**src/sv/hse_pkg.sv**
```systemverilog
package hse_pkg;

  localparam int unsigned FrameLen = 11;
  localparam int unsigned CodeLen  = 15;
  localparam int unsigned ByteLen  = 8;
  localparam int unsigned MaxRes   = 3;

  // Codeword positions (1-based) that take the frame's data bits, in arrival order
  localparam logic [3:0] DATA_POS [FrameLen] = '{
    4'd3, 4'd5, 4'd6, 4'd7, 4'd9, 4'd10, 4'd11, 4'd12, 4'd13, 4'd14, 4'd15
  };

  // Coverage masks of the four parity bits, bit i stands for position i
  localparam logic [15:0] PAR_MASK [4] = '{
    16'hAAAA, 16'hCCCC, 16'hF0F0, 16'hFF00
  };

  typedef logic [7:0] byte_t;

  // Result bundle handed from the encoder to the output buffer
  typedef struct packed {
    logic [1:0]               cnt;
    logic [MaxRes-1:0][7:0]   bytes;
    logic [MaxRes-1:0]        lasts;
  } res_t;

  // Hamming (15,11) encode; result MSB is position 1, LSB position 15
  function automatic logic [CodeLen-1:0] hamming_encode(input logic [FrameLen-1:0] frame);
    logic [15:0]          cw;
    logic [CodeLen-1:0]   code;
    logic [3:0]           par;
    cw = '0;
    for (int i = 0; i < FrameLen; i++) begin
      cw[DATA_POS[i]] = frame[FrameLen-1-i];
    end
    for (int k = 0; k < 4; k++) begin
      par[k] = ^(cw & PAR_MASK[k]);
    end
    cw[1] = par[0];
    cw[2] = par[1];
    cw[4] = par[2];
    cw[8] = par[3];
    for (int i = 1; i <= CodeLen; i++) begin
      code[CodeLen-i] = cw[i];
    end
    return code;
  endfunction

endpackage

```
**src/sv/hse_if.sv**
```systemverilog
// Input byte channel
interface hse_in_if;
  logic       valid;
  logic       ready;
  logic [7:0] data_byte;
  logic       last_in;

  modport source (output valid, output data_byte, output last_in, input ready);
  modport sink   (input valid, input data_byte, input last_in, output ready);
endinterface

// Encoded byte channel
interface hse_out_if;
  logic       valid;
  logic       ready;
  logic [7:0] code_byte;
  logic       last_out;

  modport source (output valid, output code_byte, output last_out, input ready);
  modport sink   (input valid, input code_byte, input last_out, output ready);
endinterface

```
**src/sv/hse_core.sv**
```systemverilog
module hse_core (
  input  logic          clk,
  input  logic          rst_n,
  hse_in_if.sink        in_chan,
  input  logic          take,
  output hse_pkg::res_t res,
  output logic          res_vld
);
  import hse_pkg::*;

  // Input register
  logic        a_vld_r;
  logic [7:0]  a_byte_r;
  logic        a_last_r;

  // Stream state
  logic [10:0] frame_bits_r, frame_bits_nxt;
  logic [3:0]  frame_fill_r, frame_fill_nxt;
  logic [6:0]  pack_bits_r,  pack_bits_nxt;
  logic [2:0]  pack_fill_r,  pack_fill_nxt;

  logic [18:0] wide;
  logic        frame_done;
  logic [3:0]  frame_sh;
  logic [10:0] frame;
  logic [14:0] code;
  logic [21:0] acc;
  logic [21:0] acc_al;
  logic [1:0]  n_code;
  logic [7:0]  flush_byte;
  res_t        res_c;

  assign in_chan.ready = !a_vld_r || take;
  assign res_vld       = a_vld_r;

  always_ff @(posedge clk) begin
    if (!rst_n) begin
      a_vld_r <= 1'b0;
    end else if (in_chan.ready) begin
      a_vld_r <= in_chan.valid;
    end
    if (in_chan.valid && in_chan.ready) begin
      a_byte_r <= in_chan.data_byte;
      a_last_r <= in_chan.last_in;
    end
  end

  // Frame assembly: at most one frame completes per byte
  assign wide       = {frame_bits_r, a_byte_r};
  assign frame_done = (frame_fill_r >= 4'd3);
  assign frame_sh   = frame_fill_r - 4'd3;
  assign frame      = 11'(wide >> frame_sh);
  assign code       = hamming_encode(frame);

  // Byte packing of the new codeword behind the pending bits
  assign acc    = {pack_bits_r, code};
  assign acc_al = 22'(acc << (3'd7 - pack_fill_r));

  always_comb begin
    frame_bits_nxt = wide[10:0];
    frame_fill_nxt = frame_done ? frame_fill_r - 4'd3 : frame_fill_r + 4'd8;
    pack_bits_nxt  = pack_bits_r;
    pack_fill_nxt  = pack_fill_r;
    n_code         = 2'd0;
    res_c          = '0;
    if (frame_done) begin
      pack_bits_nxt  = acc[6:0];
      res_c.bytes[0] = acc_al[21:14];
      res_c.bytes[1] = acc_al[13:6];
      if (pack_fill_r == 3'd0) begin
        n_code        = 2'd1;
        pack_fill_nxt = 3'd7;
      end else begin
        n_code        = 2'd2;
        pack_fill_nxt = pack_fill_r - 3'd1;
      end
    end
    res_c.cnt  = n_code;
    flush_byte = 8'({pack_bits_nxt, 1'b0} << (3'd7 - pack_fill_nxt));
    // End of stream: flush partial byte or tag the final one, then clear state
    if (a_last_r) begin
      if (pack_fill_nxt != 3'd0) begin
        res_c.bytes[n_code] = flush_byte;
        res_c.lasts[n_code] = 1'b1;
        res_c.cnt           = n_code + 2'd1;
      end else if (n_code != 2'd0) begin
        res_c.lasts[n_code - 2'd1] = 1'b1;
      end
      frame_bits_nxt = '0;
      frame_fill_nxt = '0;
      pack_bits_nxt  = '0;
      pack_fill_nxt  = '0;
    end
  end

  assign res = res_c;

  always_ff @(posedge clk) begin
    if (!rst_n) begin
      frame_bits_r <= '0;
      frame_fill_r <= '0;
      pack_bits_r  <= '0;
      pack_fill_r  <= '0;
    end else if (take) begin
      frame_bits_r <= frame_bits_nxt;
      frame_fill_r <= frame_fill_nxt;
      pack_bits_r  <= pack_bits_nxt;
      pack_fill_r  <= pack_fill_nxt;
    end
  end

`ifndef SYNTHESIS
  a_fill_range: assert property (@(posedge clk) disable iff (!rst_n)
    frame_fill_r < 4'd11)
    else $error("frame fill out of range");

  a_last_clears: assert property (@(posedge clk) disable iff (!rst_n)
    (take && a_last_r) |=> (frame_fill_r == 4'd0 && pack_fill_r == 3'd0))
    else $error("state not cleared after end of stream");

  a_take_valid: assert property (@(posedge clk) disable iff (!rst_n)
    take |-> a_vld_r)
    else $error("result taken without a held request");
`endif

endmodule

```
**src/sv/hse_obuf.sv**
```systemverilog
module hse_obuf (
  input  logic          clk,
  input  logic          rst_n,
  input  hse_pkg::res_t res,
  input  logic          res_vld,
  output logic          take,
  hse_out_if.source     out_chan
);
  import hse_pkg::*;

  logic [MaxRes-1:0][7:0] slot_byte_r;
  logic [MaxRes-1:0]      slot_last_r;
  logic [1:0]             cnt_r;
  logic                   pop;

  assign out_chan.valid     = (cnt_r != 2'd0);
  assign out_chan.code_byte = slot_byte_r[0];
  assign out_chan.last_out  = slot_last_r[0];
  assign pop                = out_chan.valid && out_chan.ready;

  // Load the next bundle when the buffer is empty or empties in this cycle
  assign take = res_vld && ((cnt_r == 2'd0) || (cnt_r == 2'd1 && out_chan.ready));

  always_ff @(posedge clk) begin
    if (!rst_n) begin
      cnt_r <= '0;
    end else if (take) begin
      cnt_r <= res.cnt;
    end else if (pop) begin
      cnt_r <= cnt_r - 2'd1;
    end
    if (take) begin
      slot_byte_r <= res.bytes;
      slot_last_r <= res.lasts;
    end else if (pop) begin
      slot_byte_r <= {8'd0, slot_byte_r[MaxRes-1:1]};
      slot_last_r <= {1'b0, slot_last_r[MaxRes-1:1]};
    end
  end

`ifndef SYNTHESIS
  a_load_count: assert property (@(posedge clk) disable iff (!rst_n)
    take |=> cnt_r == $past(res.cnt))
    else $error("buffer count does not match loaded bundle");

  a_pop_count: assert property (@(posedge clk) disable iff (!rst_n)
    (pop && !take) |=> cnt_r == $past(cnt_r) - 2'd1)
    else $error("buffer count not decremented on pop");

  a_last_final: assert property (@(posedge clk) disable iff (!rst_n)
    (out_chan.valid && out_chan.last_out) |-> cnt_r == 2'd1)
    else $error("last byte is not the final buffered byte");
`endif

endmodule

```
**src/sv/hamming_15_11_byte_stream_encoder.sv**
```systemverilog
// Hamming (15,11) byte-stream encoder.
// in_chan carries raw bytes (data_byte, MSB first) with last_in on the final
// byte of a stream; out_chan carries packed codeword bytes (earliest bit in
// the MSB) with last_out on the final byte. Both use valid/ready; a request
// moves when valid and ready are high at a rising edge.
// Every 11 input bits make one 15-bit codeword. A request yields 0 to 3
// output bytes: up to two from a finished codeword, plus a zero-padded
// partial byte at end of stream. Trailing bits short of a frame are dropped.
// The first output byte of a request passes the input register and is then
// loaded into the output buffer, which offers it on out_chan. The output
// buffer sends one byte per cycle while out ready is high; a request yielding
// N bytes holds the input until its last one leaves. 15 bits go out per 11 in.
// The input register takes a new request in the cycle the output buffer loads
// the previous one's bytes; with the receiver stalled the block holds one
// request in the input register and one set of bytes in the output buffer.
// Reset (rst_n low, synchronous) empties both registers and starts a new
// stream. When out ready is low the current byte holds and input backs up.
module hamming_15_11_byte_stream_encoder (
  input  logic      clk,
  input  logic      rst_n,
  hse_in_if.sink    in_chan,
  hse_out_if.source out_chan
);
  import hse_pkg::*;

  res_t res;
  logic res_vld;
  logic take;

  hse_core u_core (
    .clk     (clk),
    .rst_n   (rst_n),
    .in_chan (in_chan),
    .take    (take),
    .res     (res),
    .res_vld (res_vld)
  );

  hse_obuf u_obuf (
    .clk      (clk),
    .rst_n    (rst_n),
    .res      (res),
    .res_vld  (res_vld),
    .take     (take),
    .out_chan (out_chan)
  );

endmodule
```
**src/flat_wrapper.sv**
```systemverilog
// flat-port wrapper written by rule: the top's interface ports become plain ports
module hamming_15_11_byte_stream_encoder_flat import hse_pkg::*;
  (clk, rst_n, in_chan_valid, in_chan_data_byte, in_chan_last_in, in_chan_ready, out_chan_valid, out_chan_code_byte, out_chan_last_out, out_chan_ready);
  hse_in_if in_chan_i ();
  hse_out_if out_chan_i ();
  input  logic clk;
  input  logic rst_n;
  input wire logic [$bits(in_chan_i.valid)-1:0] in_chan_valid;
  input wire logic [$bits(in_chan_i.data_byte)-1:0] in_chan_data_byte;
  input wire logic [$bits(in_chan_i.last_in)-1:0] in_chan_last_in;
  output wire logic [$bits(in_chan_i.ready)-1:0] in_chan_ready;
  output wire logic [$bits(out_chan_i.valid)-1:0] out_chan_valid;
  output wire logic [$bits(out_chan_i.code_byte)-1:0] out_chan_code_byte;
  output wire logic [$bits(out_chan_i.last_out)-1:0] out_chan_last_out;
  input wire logic [$bits(out_chan_i.ready)-1:0] out_chan_ready;
  assign in_chan_i.valid = in_chan_valid;
  assign in_chan_i.data_byte = in_chan_data_byte;
  assign in_chan_i.last_in = in_chan_last_in;
  assign in_chan_ready = in_chan_i.ready;
  assign out_chan_valid = out_chan_i.valid;
  assign out_chan_code_byte = out_chan_i.code_byte;
  assign out_chan_last_out = out_chan_i.last_out;
  assign out_chan_i.ready = out_chan_ready;
  hamming_15_11_byte_stream_encoder u_core (.clk(clk), .rst_n(rst_n), .in_chan(in_chan_i), .out_chan(out_chan_i));
endmodule
```
**config.mk**
```make
export PLATFORM = sky130hd
export DESIGN_NAME = hamming_15_11_byte_stream_encoder_flat
export DESIGN_NICKNAME = d
export VERILOG_FILES = /design/src/sv/hse_pkg.sv /design/src/sv/hse_if.sv /design/src/sv/hse_core.sv /design/src/sv/hse_obuf.sv /design/src/sv/hamming_15_11_byte_stream_encoder.sv /design/src/flat_wrapper.sv
export SDC_FILE = /design/constraint.sdc
export NUM_CORES = 1
export LEC_CHECK = 0
export ABC_AREA = 1
export CORE_ASPECT_RATIO = 0.7
export CORE_UTILIZATION = 38
export CTS_CLUSTER_DIAMETER = 150
export DETAILED_ROUTE_END_ITERATION = 7
export DONT_BUFFER_PORTS = 1
export PLACE_DENSITY = 0.58
export SETUP_SLACK_MARGIN = 0.02
export SLEW_MARGIN = 0
export SYNTH_ARGS = -nofsm -noshare
export SYNTH_HDL_FRONTEND = slang
export SYNTH_SLANG_ARGS = --single-unit
```
**constraint.sdc**
```tcl
create_clock -name clk -period 3.1 [get_ports clk]
set_clock_uncertainty 0.2 [all_clocks]
set_input_delay 0.155 -clock clk [delete_from_list [all_inputs] [get_ports clk]]
set_output_delay 0.155 -clock clk [all_outputs]
set_load 0.05 [all_outputs]
```
* After elaboration in Yosys (flattened, before gate mapping)
Cells that the tools add are included.
** Storage, ports and cells
- Register bits after elaboration :: 64
- Output and inout bits :: 11
- Word-level logic and storage cells :: 76
- Bits of input ports :: 13
** Operators by class
- Add/subtract/negate cells :: 8
- Mux-type cells :: 28
- Shifts and indexed selects :: 3
- Eq/ne operators :: 1
- Magnitude comparators :: 5
- Reductions and logical operators :: 19
** Operators with widths (count)
- 16-bit XOR reduction :: 4
- 24-bit two-way mux :: 2
- 29-bit two-way mux :: 1
- 26-bit two-way mux :: 1
- 24-bit bitwise mux :: 1
- 22-bit by 3-bit left shift with 22-bit output :: 1
- 3-bit two-way mux :: 7
- 19-bit by 4-bit >> shifter with 11-bit output :: 1
- 8-bit demux with 2-bit select :: 1
- 16-bit two-way mux :: 1
- 7-bit two-way mux :: 2
- 11-bit two-way mux :: 1
- 2-bit two-way mux :: 4
- 4-bit two-way mux :: 2
- 8-bit two-way mux :: 1
- 8-bit by 3-bit left shift with 8-bit output :: 1
- 1-bit logical AND :: 6
- 2-bit by 3-bit less-than comparator with 1-bit output, second input constant :: 2
- 2-bit nonzero test :: 3
- 3-bit subtractor, first input constant :: 2
- 4-bit adder, second input constant :: 1
- 1-bit demux with 2-bit select :: 2
- 2-bit by 1-bit greater-or-equal comparator with 1-bit output, second input constant :: 2
- 4-bit by 2-bit greater-or-equal comparator with 1-bit output, second input constant :: 1
- other kinds (11) :: 14

* Depth between registers and ports, before layout
- Depth after elaboration :: 12
- Mapped depth :: 22
- Gate-level depth less buffers :: 21

* Hierarchy
Synthesis repeated with hierarchy kept, for this count alone.
** Second synthesis, totals
- Cells, all modules :: 852
- Area, all modules :: 5362.6 um2
** By module, submodules not included
- hse_core :: times used 1, sequential area each 790.8 um2, area each 3962.6 um2, cells an instance 714
- hse_obuf :: times used 1, sequential area each 850.8 um2, area each 1400.1 um2, cells an instance 138

* Worst setup path before layout
OpenSTA, ideal clock, no wires.
- Kind :: reg2reg
- Start point :: register u_core.u_core.pack_fill_r[0]
- End point :: register u_core.u_obuf.slot_byte_r, in the netlist u_core.u_obuf.out_chan.code_byte[1] (data pin)
- Path buffers :: 3
- Stages on the path, launching flop included :: 16
- Data required time :: 2.643 ns
- Path slack :: 0.361 ns
- Library setup time :: 0.257 ns
- Arrival :: 2.282 ns
- Clock period less this slack :: 2.739 ns
- Cells stage by stage :: dfxtp_1 > clkbuf_1 > inv_1 > clkbuf_1 > ha_1 > nand2_1 > inv_1 > o21ai_0 > o21ai_0 > buf_2 > nor3_1 > nor2_1 > nand2_1 > nor2_1 > a22oi_1 > nand2_1
** Between the ends
- Cells in the longest elaborated chain, start to end :: 11
- Elaborated cells on any way between the ends :: 21
- Classes of those cells :: add/sub: 3; order compare: 2; shift: 2; mux: 11; reduce/logical: 3
** Ends and longest elaborated chain
- from (decl) :: line hse_core.sv:20 : logic [2:0] pack_fill_r, pack_fill_nxt;
- from (signal assigned) :: line hse_core.sv:108 : pack_fill_r <= pack_fill_nxt;
- branches (longest 9 deep; another with 3-bit by 1-bit subtractor with 3-bit output)
- 29-bit two-way mux * :: line hse_core.sv:81 : if (a_last_r) begin
- 24-bit two-way mux * :: line hse_obuf.sv:32 : if (take) begin
- to (signal assigned) :: line hse_obuf.sv:33 : slot_byte_r <= res.bytes;
- to (signal assigned) :: line hse_obuf.sv:36 : slot_byte_r <= {8'd0, slot_byte_r[MaxRes-1:1]};
- to (decl) :: line hse_obuf.sv:11 : logic [MaxRes-1:0][7:0] slot_byte_r;
Every way passes the cells marked *.
A chain may end at the register's enable or synchronous reset.

* Worst setup path after layout
- Start point :: register u_core.u_core.frame_fill_r[0]
- End point :: register u_core.u_obuf.slot_byte_r, in the netlist u_core.u_obuf.out_chan.code_byte[5] (data pin)
** Between the ends
- Cells in the longest elaborated chain, start to end :: 10
- Elaborated cells on any way between the ends :: 24
- Classes of those cells :: add/sub: 2; order compare: 3; shift: 3; mux: 10; reduce/logical: 6
** Ends and longest elaborated chain
- from (decl) :: line hse_core.sv:18 : logic [3:0] frame_fill_r, frame_fill_nxt;
- from (signal assigned) :: line hse_core.sv:106 : frame_fill_r <= frame_fill_nxt;
- branches (longest 8 deep; another with 4-bit by 2-bit subtractor with 4-bit output)
- 29-bit two-way mux * :: line hse_core.sv:81
- 24-bit two-way mux * :: line hse_obuf.sv:32
Marked as above.

==> results.md <==
- The full die area is 13550 µm².
- The maximum number of pins on one net before global-route repair is 34.
- The routed wire length per instance is 17.14 µm.
- The critical path starts at u_core.u_core.frame_fill_r[0].
- The share of the Yosys chip area taken by registers is 32.41%.
- The slew at the pin with the worst max-slew slack is 647.5 ps.
- Dividing the final minimum period by the clock period gives 95.70%.
- The clock tree from TritonCTS is built.
- The final layout contains 831 nets.
- The total global routing track utilization is 24.30%.
- The worst path required time is 2980 ps.
- In this run the standard cell core region covers 12590 µm².
- For the final routed database, the setup TNS stands at 0 ps.
- The floorplan has 34 rows.
- Of the total power, combinational logic draws 52.4%.
- The worst setup path is captured at a flop.
- The critical path is of the flop to flop type.
- During placement, the flow inserted port buffers numbering 0.
- The number of register bits inferred by synthesis is 63.
- The post-synthesis cell count is 786.
- The maximum net fanout on the critical path is 7.
- The synthesized area is 4972 µm².
- Setup violations remaining at the end of the flow were counted as 0.
- Yosys mapped the design onto 40 distinct sky130hd cell types.
- The checks that failed: DRC.
- The switching power is 0.002685 W.
- The worst min-delay path category is input port to flop.
- Cells with a size suffix above 1 make up 20.29% of the layout.
- The uppermost metal layer occupied by signal nets is met4.
- The sum of overflow across all layers after global routing is 0.
- Once detailed placement completed, the half-perimeter wirelength came to 11930 µm.
- The effective utilization at floorplan is 39.49%.
- The count of fill cells added during filler insertion is 1308.
- The tightest hold path in the finished design has a slack of 218.5 ps.
- The area growth from synthesis to layout is 23.10%.
- The die is 138.7 µm wide.
- For this run, the number of Yosys warnings is 0.
- The first detailed-routing pass ran for 7 iterations.
- The maximum number of buffers from clock root to sink is 2.
- The net count after synthesis is 804.
- The top-level I/O count is 24.
- The most critical setup path has its endpoint at u_core.u_obuf.out_chan.code_byte[5].
- The routed via count divided by cell count is 5.698.
- Counting the buffers created by CTS gives 9.
- The final count of hold timing violations is 0.
- Setup repair after global routing could not meet its margin everywhere.
- The first-pass GRT wire length is 25780 µm.
- The average footprint of a synthesized cell is 6.326 µm².
- The max-cap violation count is 0.
- The depth of the worst register-to-register path is 20.
- In this run the power density over the cells is 910.9 nW/µm².
- The final cell count without fillers is 980.
- The share of power burned in registers is 27.3%.
- The initial antenna violation count was 0.
- The max-slew headroom at the worst pin is 56.67%.
- The flow ran to the end, but the final reports show violations.
- Routability-driven placement finished with a final weighted congestion of 0.9256.
- The number of global-route vias before repair is 4802.
- The H-tree depth reported by CTS is 3.
- Of the total power, the share spent switching nets is 48.16%.
- The worst-case register-to-register setup slack is 130 ps.
- Based on the critical path, the design can be clocked at up to 337.1 MHz.
- The endpoint identified for the worst register-to-register timing path is u_core.u_obuf.out_chan.code_byte[5].
- The sum of routed wire segments on met1 is 8715 µm.
- Yosys mapped a number of flops with a built-in enable equal to 35.
- Summed over all nets, wire length on met2 after detailed routing comes to 6432 µm.
- Counting I/O delays and the setup requirement, the final critical path takes 2967 ps.
- The proportion of power drawn by the clock network is 20.2%.
- The internal power summed over all cells is 0.002891 W.
- The total instance count after detailed placement is 933.
- The number of antenna diodes in the final layout is 0.
- STA classifies the critical path startpoint as a flop.
- The number of nets with antenna violations after routing is 0.
- Wire segments on met3 add up to 1493 µm in the final route.
- The dominant register cell in the synthesized netlist is sky130_fd_sc_hd__edfxtp_1.
- In the routed design, unresolved DRC markers number 2.
- At the later pin of the worst-skew pair, clock insertion delay measures 330 ps.
- Setup slack on the critical path of the routed design comes to 133.3 ps.
- The sum of routed wire length over all layers is 16800 µm.
- The overall power is 0.005576 W.
- For this run, asynchronously set or reset flops after synthesis account for 0%.
- Data arrives at the worst endpoint at 2850 ps.
- The die extent in y is 97.71 µm.
- The static power due to leakage is 2.592 nW.
- The number of sinks driven by the clock tree is 63.
- The peak supply drop is 0.7634 mV.
- For this block, the initial DRC count from the detailed router was 724.
- OpenSTA, run right after detailed placement, puts the worst setup slack at 18.49 ps.
- The CTS clock-pin slew for the worst setup and hold paths is 60 ps.
- The final max-slew violation count is 0.
- The reg-to-reg critical path startpoint is u_core.u_core.frame_fill_r[0].
- CTS placed an instance of sky130_fd_sc_hd__clkbuf_16 at the clock tree root.
- The routed layout has 5584 vias.
-- worst min-delay path by stage --
stage,startpoint,slack [ps],cells after the start,to
after floorplan,in_chan_data_byte[0],50,0,u_core.u_core.a_byte_r[0]
after global placement,in_chan_data_byte[1],50,0,u_core.u_core.a_byte_r[1]
after detailed placement,in_chan_data_byte[6],50,0,u_core.u_core.a_byte_r[6]
after CTS,out_chan_ready,220,2,u_core.u_obuf.slot_last_r[1]
after global routing,in_chan_data_byte[0],240,1,u_core.u_core.a_byte_r[0]
final,out_chan_ready,220,2,u_core.u_obuf.slot_last_r[2]
-- worst max-delay path: stages (launching register included) --
cell	delay, ps
sky130_fd_sc_hd__dfxtp_4	360
sky130_fd_sc_hd__ha_4	160
sky130_fd_sc_hd__inv_1	60
sky130_fd_sc_hd__buf_4	100
sky130_fd_sc_hd__nand2_2	80
sky130_fd_sc_hd__nand2_4	150
sky130_fd_sc_hd__buf_12	150
sky130_fd_sc_hd__nand3_4	100
sky130_fd_sc_hd__nand2_2	100
sky130_fd_sc_hd__nand2_2	70
sky130_fd_sc_hd__nand2_4	100
sky130_fd_sc_hd__buf_4	130
sky130_fd_sc_hd__nand2_1	40
sky130_fd_sc_hd__nand4_1	130
sky130_fd_sc_hd__nand2_1	70
sky130_fd_sc_hd__nand2_1	100
sky130_fd_sc_hd__nand3_2	130
sky130_fd_sc_hd__nand3_2	120
sky130_fd_sc_hd__nand3_1	110
sky130_fd_sc_hd__a21oi_1	170
sky130_fd_sc_hd__nor2_1	60
-- timing repair --
item	CTS	global route
hold endpoints to repair	15	0
hold buffers	12	0
gates resized for setup	1	80
setup endpoints to repair	1	18
gates cloned	0	6
buffers inserted	0	13
pin swaps	0	12
-- sequential cells by signal, summed over array words and instances, names as in the netlist --
signal                            cells
u_core.u_obuf.cnt_r                   2
u_core.u_core.frame_fill_r            4
u_core.u_core.a_last_r                1
u_core.u_core.frame_bits_r           11
u_core.u_obuf.slot_last_r             3
u_core.u_obuf.out_chan.code_byte      8
u_core.u_core.res_vld                 1
u_core.u_core.a_byte_r                8
u_core.u_obuf.slot_byte_r            15
u_core.u_core.pack_fill_r             3
u_core.u_core.pack_bits_r             7
-- cell usage in the layout, fill, tap and decap left out, drive strengths merged, types with 2 or more instances in the layout --
cell and instances:
nand2 312, nand3 156, inv 49, buf 45, a21oi 44, o21ai 44
nor2 38, edfxtp 35, dfxtp 28, dlygate4sd3 12, clkbuf 11, o211ai 5
ha 5, a221oi 4, a2bb2oi 4, clkinv 4, nand4 3, nor3 3
a31oi 3, a211oi 2, bufinv 2, a22oi 2
-- synthesized netlist by cell type, types with 4 or more instances --
master | count | area share (%)
sky130_fd_sc_hd__o21ai_1 | 16 | 1.6
sky130_fd_sc_hd__buf_1 | 4 | 0.30
sky130_fd_sc_hd__o211ai_1 | 5 | 0.75
sky130_fd_sc_hd__buf_4 | 14 | 2.1
sky130_fd_sc_hd__inv_1 | 35 | 2.6
sky130_fd_sc_hd__inv_2 | 11 | 0.83
sky130_fd_sc_hd__a221oi_1 | 4 | 0.70
sky130_fd_sc_hd__nor2_1 | 35 | 2.6
sky130_fd_sc_hd__nand2_2 | 10 | 1.3
sky130_fd_sc_hd__nand2_1 | 295 | 22
sky130_fd_sc_hd__clkbuf_1 | 16 | 1.2
sky130_fd_sc_hd__dfxtp_1 | 28 | 11
sky130_fd_sc_hd__ha_1 | 5 | 1.3
sky130_fd_sc_hd__o21ai_0 | 27 | 2.7
sky130_fd_sc_hd__edfxtp_1 | 35 | 21
sky130_fd_sc_hd__nand3_1 | 153 | 15
sky130_fd_sc_hd__a21oi_1 | 44 | 4.4
sky130_fd_sc_hd__a2bb2oi_1 | 4 | 0.70
sky130_fd_sc_hd__buf_2 | 10 | 1.0
-- cell families (layout without fill, tap and decap cells) --
kind of cell,after synthesis,in the layout,share of synthesized area (%)
simple gates,510,514,44.36
compound gates,112,112,12.83
buf+inv,95,123,8.933
flops,63,63,32.41
fa+ha+maj,5,5,1.258
mux,1,1,0.2013
-- stage by stage --
step / instance area, µm² / util, %
finish: 6121 / 48.61
global route: 6121 / 48.61
CTS: 5628 / 44.69
detailed placement: 5176 / 41.11
global placement: 5176 / 41.11
floorplan: 4972 / -
-- cell type report --
type	instances	area (µm²)	area share [%]
repair buffers	59	549.3	8.974
well taps	162	202.7	3.312
inverters	48	182.7	2.984
clock inverters	7	103.9	1.697
flip-flops and latches	63	1617	26.41
clock buffers	9	225.2	3.679
multi-input cells	632	3241	52.94
-- routing by layer --
| metal | track usage [%] | up-vias |
|---|---|---|
| li1 | - | 2692 |
| met1 | 39.95 | 2599 |
| met2 | 32.21 | 274 |
| met3 | 3.302 | 19 |
| met4 | 5.556 | 0 |
| met5 | 0 | - |
-- power groups by stage --
stage	Combinational (W)	Sequential, W	Clock [W]
final	0.00292	0.00152	0.00113
after global routing	0.00324	0.00155	0.00118
after CTS	0.00247	0.00152	0.00115
after detailed placement	0.00244	0.00154	0
after global placement	0.00240	0.00153	0
after floorplan	0.00210	0.00130	0
(Power assumes the default switching activity.)
